$ cat src/hdl/b2s_pkg.sv
//------------------------------------------------------------------------------
// b2s_pkg
// Shared types, constants and tables of the BLAKE2s hash engine.
//------------------------------------------------------------------------------
package b2s_pkg;

   localparam int DIGEST_BYTES_DEFAULT = 32;
   localparam logic [31:0] PARAM_BASE = 32'h0101_0000;

   typedef struct packed {
      logic [31:0] data_word;
      logic [2:0]  byte_count;
      logic        last;
   } req_word_type;

   typedef struct packed {
      logic [31:0] digest_word;
      logic [2:0]  word_index;
      logic        last_word;
   } rsp_word_type;

   // controller -> datapath
   typedef struct packed {
      logic load;         // latch the accepted input word
      logic absorb;       // append bytes of the input word
      logic init_v;       // load work vector for a compression
      logic final_blk;    // last-block flag for init
      logic add_count;    // raise counter by 64 (full block)
      logic add_fill;     // raise counter by buffered bytes
      logic pad;          // zero the unused part of the block
      logic round_step;   // one half-round of G mixing
      logic finish;       // fold work vector into chain value
      logic reload;       // reload IV xor parameter
      logic clr_fill;     // clear fill after a compression
   } b2s_cmd_type;

   // datapath -> controller
   typedef struct packed {
      logic       full;       // buffer holds 64 bytes
      logic       empty;      // nothing absorbed since reload
      logic       pending;    // held word still has bytes to absorb
      logic       fits;       // remaining bytes fit in the buffer
      logic       last;       // held word ends the message
      logic [5:0] len;        // digest length in use
   } b2s_sts_type;

   function automatic logic [31:0] iv_word(input logic [2:0] i);
      logic [31:0] r;
      case (i)
         3'd0: r = 32'h6A09E667;
         3'd1: r = 32'hBB67AE85;
         3'd2: r = 32'h3C6EF372;
         3'd3: r = 32'hA54FF53A;
         3'd4: r = 32'h510E527F;
         3'd5: r = 32'h9B05688C;
         3'd6: r = 32'h1F83D9AB;
         default: r = 32'h5BE0CD19;
      endcase
      return r;
   endfunction

   // message schedule, rounds 0..9, flattened nibbles (entry 0 in the low bits)
   function automatic logic [63:0] perm_row(input logic [3:0] r);
      logic [63:0] p;
      case (r)
         4'd0: p = 64'hFEDCBA9876543210;
         4'd1: p = 64'h357B20C16DF984AE;
         4'd2: p = 64'h491763EADF250C8B;
         4'd3: p = 64'h8F04A562EBCD1397;
         4'd4: p = 64'hD386CB1EFA427509;
         4'd5: p = 64'h91EF57D438B0A6C2;
         4'd6: p = 64'hB8293670A4DEF15C;
         4'd7: p = 64'hA2684F05931CE7BD;
         4'd8: p = 64'h5A417D2C803B9EF6;
         default: p = 64'h0DC3E9BF5167482A;
      endcase
      return p;
   endfunction

   function automatic logic [5:0] clamp_len(input logic [5:0] v);
      logic [5:0] r;
      if (v == 6'd0) r = 6'd1;
      else if (v > 6'd32) r = 6'd32;
      else r = v;
      return r;
   endfunction

   function automatic logic [31:0] rotr(input logic [31:0] x, input int n);
      return (x >> n) | (x << (32 - n));
   endfunction

endpackage

$ cat src/hdl/b2s_control.sv
//------------------------------------------------------------------------------
// b2s_control
// Sequencer: absorb, compress (20 half-rounds), pad and digest output.
//------------------------------------------------------------------------------
module b2s_control
   import b2s_pkg::*;
(
   input  logic         clock,
   input  logic         reset,
   input  logic         req_valid,
   output logic         req_ready,
   output logic         rsp_valid,
   input  logic         rsp_ready,
   output logic         csr_ready,
   input  b2s_sts_type  sts,
   output b2s_cmd_type  cmd,
   output logic [3:0]   round_idx,
   output logic         diag,
   output logic [2:0]   out_idx,
   output logic         out_last
);

   typedef enum logic [6:0] {
      S_IDLE   = 7'b0000001,
      S_INIT   = 7'b0000010,
      S_ROUND  = 7'b0000100,
      S_FOLD   = 7'b0001000,
      S_ABSORB = 7'b0010000,
      S_PAD    = 7'b0100000,
      S_OUT    = 7'b1000000
   } state_type;

   state_type   state_ff, state_in;
   logic [3:0]  rnd_ff, rnd_in;
   logic        diag_ff, diag_in;
   logic        fin_ff, fin_in;     // compressing the final block
   logic [2:0]  oidx_ff, oidx_in;
   logic [2:0]  nwords;

   assign nwords = 3'((sts.len + 6'd3) >> 2) - 3'd1; // last index
   assign round_idx = rnd_ff;
   assign diag      = diag_ff;
   assign out_idx   = oidx_ff;
   assign out_last  = (oidx_ff == nwords);
   assign req_ready = (state_ff == S_IDLE) && !reset;
   assign csr_ready = (state_ff == S_IDLE) && !reset;
   assign rsp_valid = (state_ff == S_OUT);

   always_comb begin
      state_in = state_ff;
      rnd_in   = rnd_ff;
      diag_in  = diag_ff;
      fin_in   = fin_ff;
      oidx_in  = oidx_ff;
      cmd      = '0;
      unique case (state_ff)
         S_IDLE: begin
            if (req_valid && req_ready) begin
               cmd.load = 1'b1;
               fin_in = 1'b0;
               state_in = S_ABSORB;
            end
         end
         S_ABSORB: begin
            // a full buffer is compressed only once another byte arrives
            if (sts.full && sts.pending) begin
               cmd.add_count = 1'b1;
               state_in = S_INIT;
            end else begin
               cmd.absorb = 1'b1;
               if (!sts.fits) state_in = S_ABSORB;
               else state_in = sts.last ? S_PAD : S_IDLE;
            end
         end
         S_PAD: begin
            cmd.pad      = 1'b1;
            cmd.add_fill = 1'b1;
            fin_in = 1'b1;
            state_in = S_INIT;
         end
         S_INIT: begin
            cmd.init_v    = 1'b1;
            cmd.final_blk = fin_ff;
            rnd_in  = '0;
            diag_in = 1'b0;
            state_in = S_ROUND;
         end
         S_ROUND: begin
            cmd.round_step = 1'b1;
            diag_in = !diag_ff;
            if (diag_ff) begin
               rnd_in = rnd_ff + 4'd1;
               if (rnd_ff == 4'd9) state_in = S_FOLD;
            end
         end
         S_FOLD: begin
            cmd.finish = 1'b1;
            oidx_in = '0;
            if (fin_ff) state_in = S_OUT;
            else begin
               cmd.clr_fill = 1'b1;
               state_in = S_ABSORB;
            end
         end
         S_OUT: begin
            if (rsp_ready) begin
               oidx_in = oidx_ff + 3'd1;
               if (out_last) begin
                  cmd.reload = 1'b1;
                  state_in = S_IDLE;
               end
            end
         end
         default: state_in = S_IDLE;
      endcase
   end

   always_ff @(posedge clock) begin
      if (reset) begin
         state_ff <= S_IDLE;
         rnd_ff   <= '0;
         diag_ff  <= 1'b0;
         fin_ff   <= 1'b0;
         oidx_ff  <= '0;
      end else begin
         state_ff <= state_in;
         rnd_ff   <= rnd_in;
         diag_ff  <= diag_in;
         fin_ff   <= fin_in;
         oidx_ff  <= oidx_in;
      end
   end

endmodule

$ cat config.mk
export PLATFORM = sky130hd
export DESIGN_NAME = b2s_control
export DESIGN_NICKNAME = d
export VERILOG_FILES = /design/src/hdl/b2s_pkg.sv /design/src/hdl/b2s_control.sv
export SDC_FILE = /design/constraint.sdc
export NUM_CORES = 1
export LEC_CHECK = 0
export ABC_AREA = 1
export ABC_CLOCK_PERIOD_IN_PS = 2000
export BUFFER_PORTS_ARGS = -buffer_cell sky130_fd_sc_hd__buf_2
export CAP_MARGIN = 10
export CORE_MARGIN = 2
export CORE_UTILIZATION = 49
export DETAILED_ROUTE_END_ITERATION = 10
export GPL_TIMING_DRIVEN = 0
export PLACE_DENSITY = 0.85
export RECOVER_POWER = 25
export REMOVE_ABC_BUFFERS = 1
export SYNTH_ARGS = -nofsm -noshare
export SYNTH_HDL_FRONTEND = slang
export SYNTH_SLANG_ARGS = --single-unit
$ cat constraint.sdc
create_clock -name clock -period 2 [get_ports clock]
set_input_delay 0.3 -clock clock [delete_from_list [all_inputs] [get_ports clock]]
set_output_delay 0.3 -clock clock [all_outputs]
set_load 0.02 [all_outputs]
After elaboration in Yosys (flattened, before gate mapping)
Cells that the tools add are included.
Word-level totals
  flip-flop bits (word level): 16
  input port bits: 15
  word-level logic and storage cells: 67
  latch bits: 0
  ROM bits: 0
  output and inout bits: 23
  RAM bits: 0
  memories kept: 0
Cells by class
  magnitude comparators: 0
  eq/ne operators: 14
  $mul: 0
  add/sub/neg operators: 4
  reduce and logical (&&, ||, !) cells: 12
  muxes and demuxes: 32
  div/mod/pow operators: 0
  shift-type cells: 0
  bitwise logic cells: 0
Operators with widths (number)
  $mux 7: 7
  $pmux 7 s7: 1
  $mux 1: 14
  $mux 6: 2
  $pmux 4 s2: 1
  $eq 7x1->1 const B: 1
  $eq 7x2->1 const B: 1
  $eq 7x3->1 const B: 1
  $eq 7x4->1 const B: 1
  $eq 7x5->1 const B: 1
  $eq 7x6->1 const B: 1
  $eq 7x7->1 const B: 1
  $ne 2x1->1 const B: 3
  $pmux 3 s2: 1
  $reduce_and 2->1: 3
  $reduce_bool 2->1: 3
  $add 5x2->5 const B: 1
  $reduce_and 5->1: 1
  $add 4x1->4 const B: 1
  $eq 4x4->1 const B: 1
  $mux 2: 2
  $mux 4: 1
  $ne 2x2->1 const B: 2
  $pmux 1 s2: 2
  6 further kinds: 9

Logic depth before layout (Yosys ltp)
  depth in word-level cells: 6
  mapped depth: 19

Worst setup path after synthesis
OpenSTA, ideal clock, no wires.
  path type: input-to-output
  start point: in sts[1] (netlist bit)
  end point: out cmd[1] (netlist bit)
  path slack: -26 ps
  path buffers: 0
  stages on the path: 15
  arrival: 1726 ps
  data required time: 1700 ps
  cells stage by stage: inv_1 nand2_1 nand2_1 xor2_1 ha_1 inv_1 nand2_1 nand2_1 nand2_1 nand2_1 nand2_1 nand2_1 nor2_4 nand2_1 nor2_1
RTL lines
  start, declared: line b2s_control.sv:15  | input b2s_sts_type sts,
  end, declared: line b2s_control.sv:16  | output b2s_cmd_type cmd,

==> flow_summary.ini <==
[final_layout]
layout_commonest_cell = sky130_fd_sc_hd__nand2_1
syn_to_final_growth_pct = 29.0
final_net_count = 229
antenna_cells_inserted = 0
fraction_of_layout_instances_using_a_drive_strength_above_1_pct = 38.3
postLayoutCoreUtil_pct = 65.9
most_frequent_cells_in_the_layout = sky130_fd_sc_hd__nand2_1 (32), sky130_fd_sc_hd__buf_2 (25), sky130_fd_sc_hd__inv_1 (23)

[routing]
routed_via_density = 4.84
drc = 0
routed_wire_length_per_instance_um = 9.89
postRouteAntennaNets = 0
vias = 1148
routed_wl_mm = 2.34
drt_iter0_markers = 21
firstDrtPassIters = 4

[grt]
grt_util_all_layers_pct = 18.5
via_count_of_the_first_global_routing_pass = 973
grt_remaining_overflow = 0
grt_max_degree = 13
antenna_found_initial = 0
grt_first_pass_wirelength_mm = 3.80

[status]
run_status = finished, final reports clean

[pwr]
p_per_area_nw_per_um2 = 847
static_leak_uw = 0.000755
ir_drop_mv = 0.983

[sta]
worst_pin_slew_ps = 378
hold_viol_final = 0
timing_max_transition_violations_final = 0
fin_ws_ps = 24.7
grt_setup_unrepaired = true
number_of_endpoints_failing_setup_at_the_final_stage = 0
fmax_achieved_mhz = 506
fin_crit_sh_pct = 98.8
final_period_minus_worst_setup_slack_ps = 1980
fin_worst_skew_ps = 3.43
maxSlewHeadroom_pct = 74.6
setup-tns-final_ps = 0
fin_worst_hold_slack_ps = 268

[critical_path]
timing.critical_path.from_type = input port
worst_ep_required_time_ps = 1700
path_class = input port to output port
cp_data_arrival_time_ps = 1680
worst-path-max-fanout = 3
cp-end-kind = output port

[floorplanning]
ios = 38
die_w_um = 51.6
dieArea_um2 = 2660
row_count = 17
core-area_um2 = 2170
initial_core_util_pct = 51.1
die_h_um = 51.6

[clock_tree]
max-clock-path-buffers = 2
worst_setup_hold_path_clk_slew_ps = 90
clock_sinks = 16
cts_root_cell = sky130_fd_sc_hd__clkbuf_4
tritoncts = yes
clk-insertion-delay-late_ps = 280
clock_tree.htree_level_count = 1
cts-buffers-inserted = 3

[flow_run]
cap_violations = 0

[place]
place_worst_setup_slack_ps = -83.4
rd_place_congestion = 0.828
io_buffer_count = 35
hpwl_mm = 1.83

[min_path]
class_of_the_worst_hold_path = input port to flop

[yosys]
netlist-cell-type-count = 24
fraction_of_the_yosys_area_taken_by_sequential_cells_pct = 28.9
synth_seq_cells = 16
post_synth_inst_count = 166
post_synth_instance_area_um2 = 1110
synthesis.yosys.warnings = 0
postSynthAreaPerCell_um2 = 6.68
-- layout make-up --
class                   instances  area (um^2)
repair buffers                 43          241
clock buffers                   4         36.3
well taps                      28         35.0
multi-input cells             111          666
inverters                      35          131
flip-flops and latches         16          320
fillers                       216          739
-- per-stage QoR --
step,total power [uW],cells,instance area [um^2]
6_report,1210,237,1430
2_1_floorplan,812,162,1080
3_5_place_dp,923,225,1290
5_1_grt,1310,237,1430
3_3_place_gp,915,225,1290
4_1_cts,1150,233,1390
-- worst paths after layout --
check,start,to,slack (ps),depth (start not counted)
worst max-delay path,sts[1],cmd[1],20,17
worst min-delay path,sts[6],state_ff[5],270,3
worst max register to register,state_ff[4],state_ff[2],360,13
worst min register to register,fin_ff,state_ff[6],520,2
-- critical path, stage by stage --
cell	delay (ps)
sky130_fd_sc_hd__buf_6	90
sky130_fd_sc_hd__inv_2	40
sky130_fd_sc_hd__nand2_2	60
sky130_fd_sc_hd__nand2_2	70
sky130_fd_sc_hd__xor2_1	160
sky130_fd_sc_hd__ha_2	220
sky130_fd_sc_hd__inv_2	50
sky130_fd_sc_hd__nand2_1	50
sky130_fd_sc_hd__nand2_1	60
sky130_fd_sc_hd__nand2_2	60
sky130_fd_sc_hd__nand2_1	40
sky130_fd_sc_hd__nand2_1	70
sky130_fd_sc_hd__nand2_2	60
sky130_fd_sc_hd__nor2_4	90
sky130_fd_sc_hd__nand2_2	50
sky130_fd_sc_hd__nor2_1	80
sky130_fd_sc_hd__buf_4	140
-- state kept, by name (all words and copies together) (netlist names) --
| name | cells |
|---|---|
| fin_ff | 1 |
| round_idx | 4 |
| out_idx | 3 |
| state_ff | 7 |
| diag | 1 |
-- where the power goes --
part           total (uW)  internal [uW]  switching, uW
combinational         602            218            384
clock                 205            111           94.6
sequential            404            354           50.3
-- synthesized netlist by cell type --
master	number	share of area, %
sky130_fd_sc_hd__clkbuf_1	1	0.34
sky130_fd_sc_hd__nand3_1	5	2.3
sky130_fd_sc_hd__nand2_2	4	2.3
sky130_fd_sc_hd__nor3_1	5	2.3
sky130_fd_sc_hd__nand4_1	3	1.7
sky130_fd_sc_hd__inv_1	27	9.1
sky130_fd_sc_hd__a21oi_1	10	4.5
sky130_fd_sc_hd__xor2_1	2	1.6
sky130_fd_sc_hd__ha_1	4	4.5
sky130_fd_sc_hd__inv_2	8	2.7
sky130_fd_sc_hd__o21ai_0	2	0.90
sky130_fd_sc_hd__nor3_2	2	1.8
sky130_fd_sc_hd__o21ai_1	3	1.4
sky130_fd_sc_hd__nand4_2	2	2.3
sky130_fd_sc_hd__nor2_4	2	2.0
sky130_fd_sc_hd__a211oi_1	1	0.68
sky130_fd_sc_hd__nor2_1	17	5.8
sky130_fd_sc_hd__nand3_2	1	0.90
sky130_fd_sc_hd__nand2_1	40	14
sky130_fd_sc_hd__and3_1	2	1.1
sky130_fd_sc_hd__nor2_2	3	1.7
sky130_fd_sc_hd__nor4_4	3	5.8
sky130_fd_sc_hd__buf_4	3	2.0
sky130_fd_sc_hd__dfxtp_1	16	29
-- routing by layer --
layer / vias to the layer above / part of all wire (%) / GRT usage (%)
li1: 605 / - / -
met1: 497 / 45 / 23.8
met2: 42 / 47 / 32.1
met3: 4 / 6.5 / 2.01
met4: 0 / 1.3 / 6.58
met5: - / 0 / 0
-- timing repair --
action | CTS | global route
gates resized for setup | 12 | 7
pin swaps | 14 | 11
endpoints found under the hold margin | 0 | 0
setup endpoints to repair | 1 | 8
hold buffers | 0 | 0
setup buffers | 4 | 4
-- kinds of logic after synthesis --
kind of cell               after synthesis  share of synthesized area, %
and+or+nand+nor                         89                          43.3
buffers and inverters                   39                          14.2
AOI/OAI and AO/OA                       16                          7.45
DFF                                     16                          28.9
adders and majority gates                4                          4.51
xor gates and xnor gates                 2                          1.58
Power figures use the tool's default switching activity.
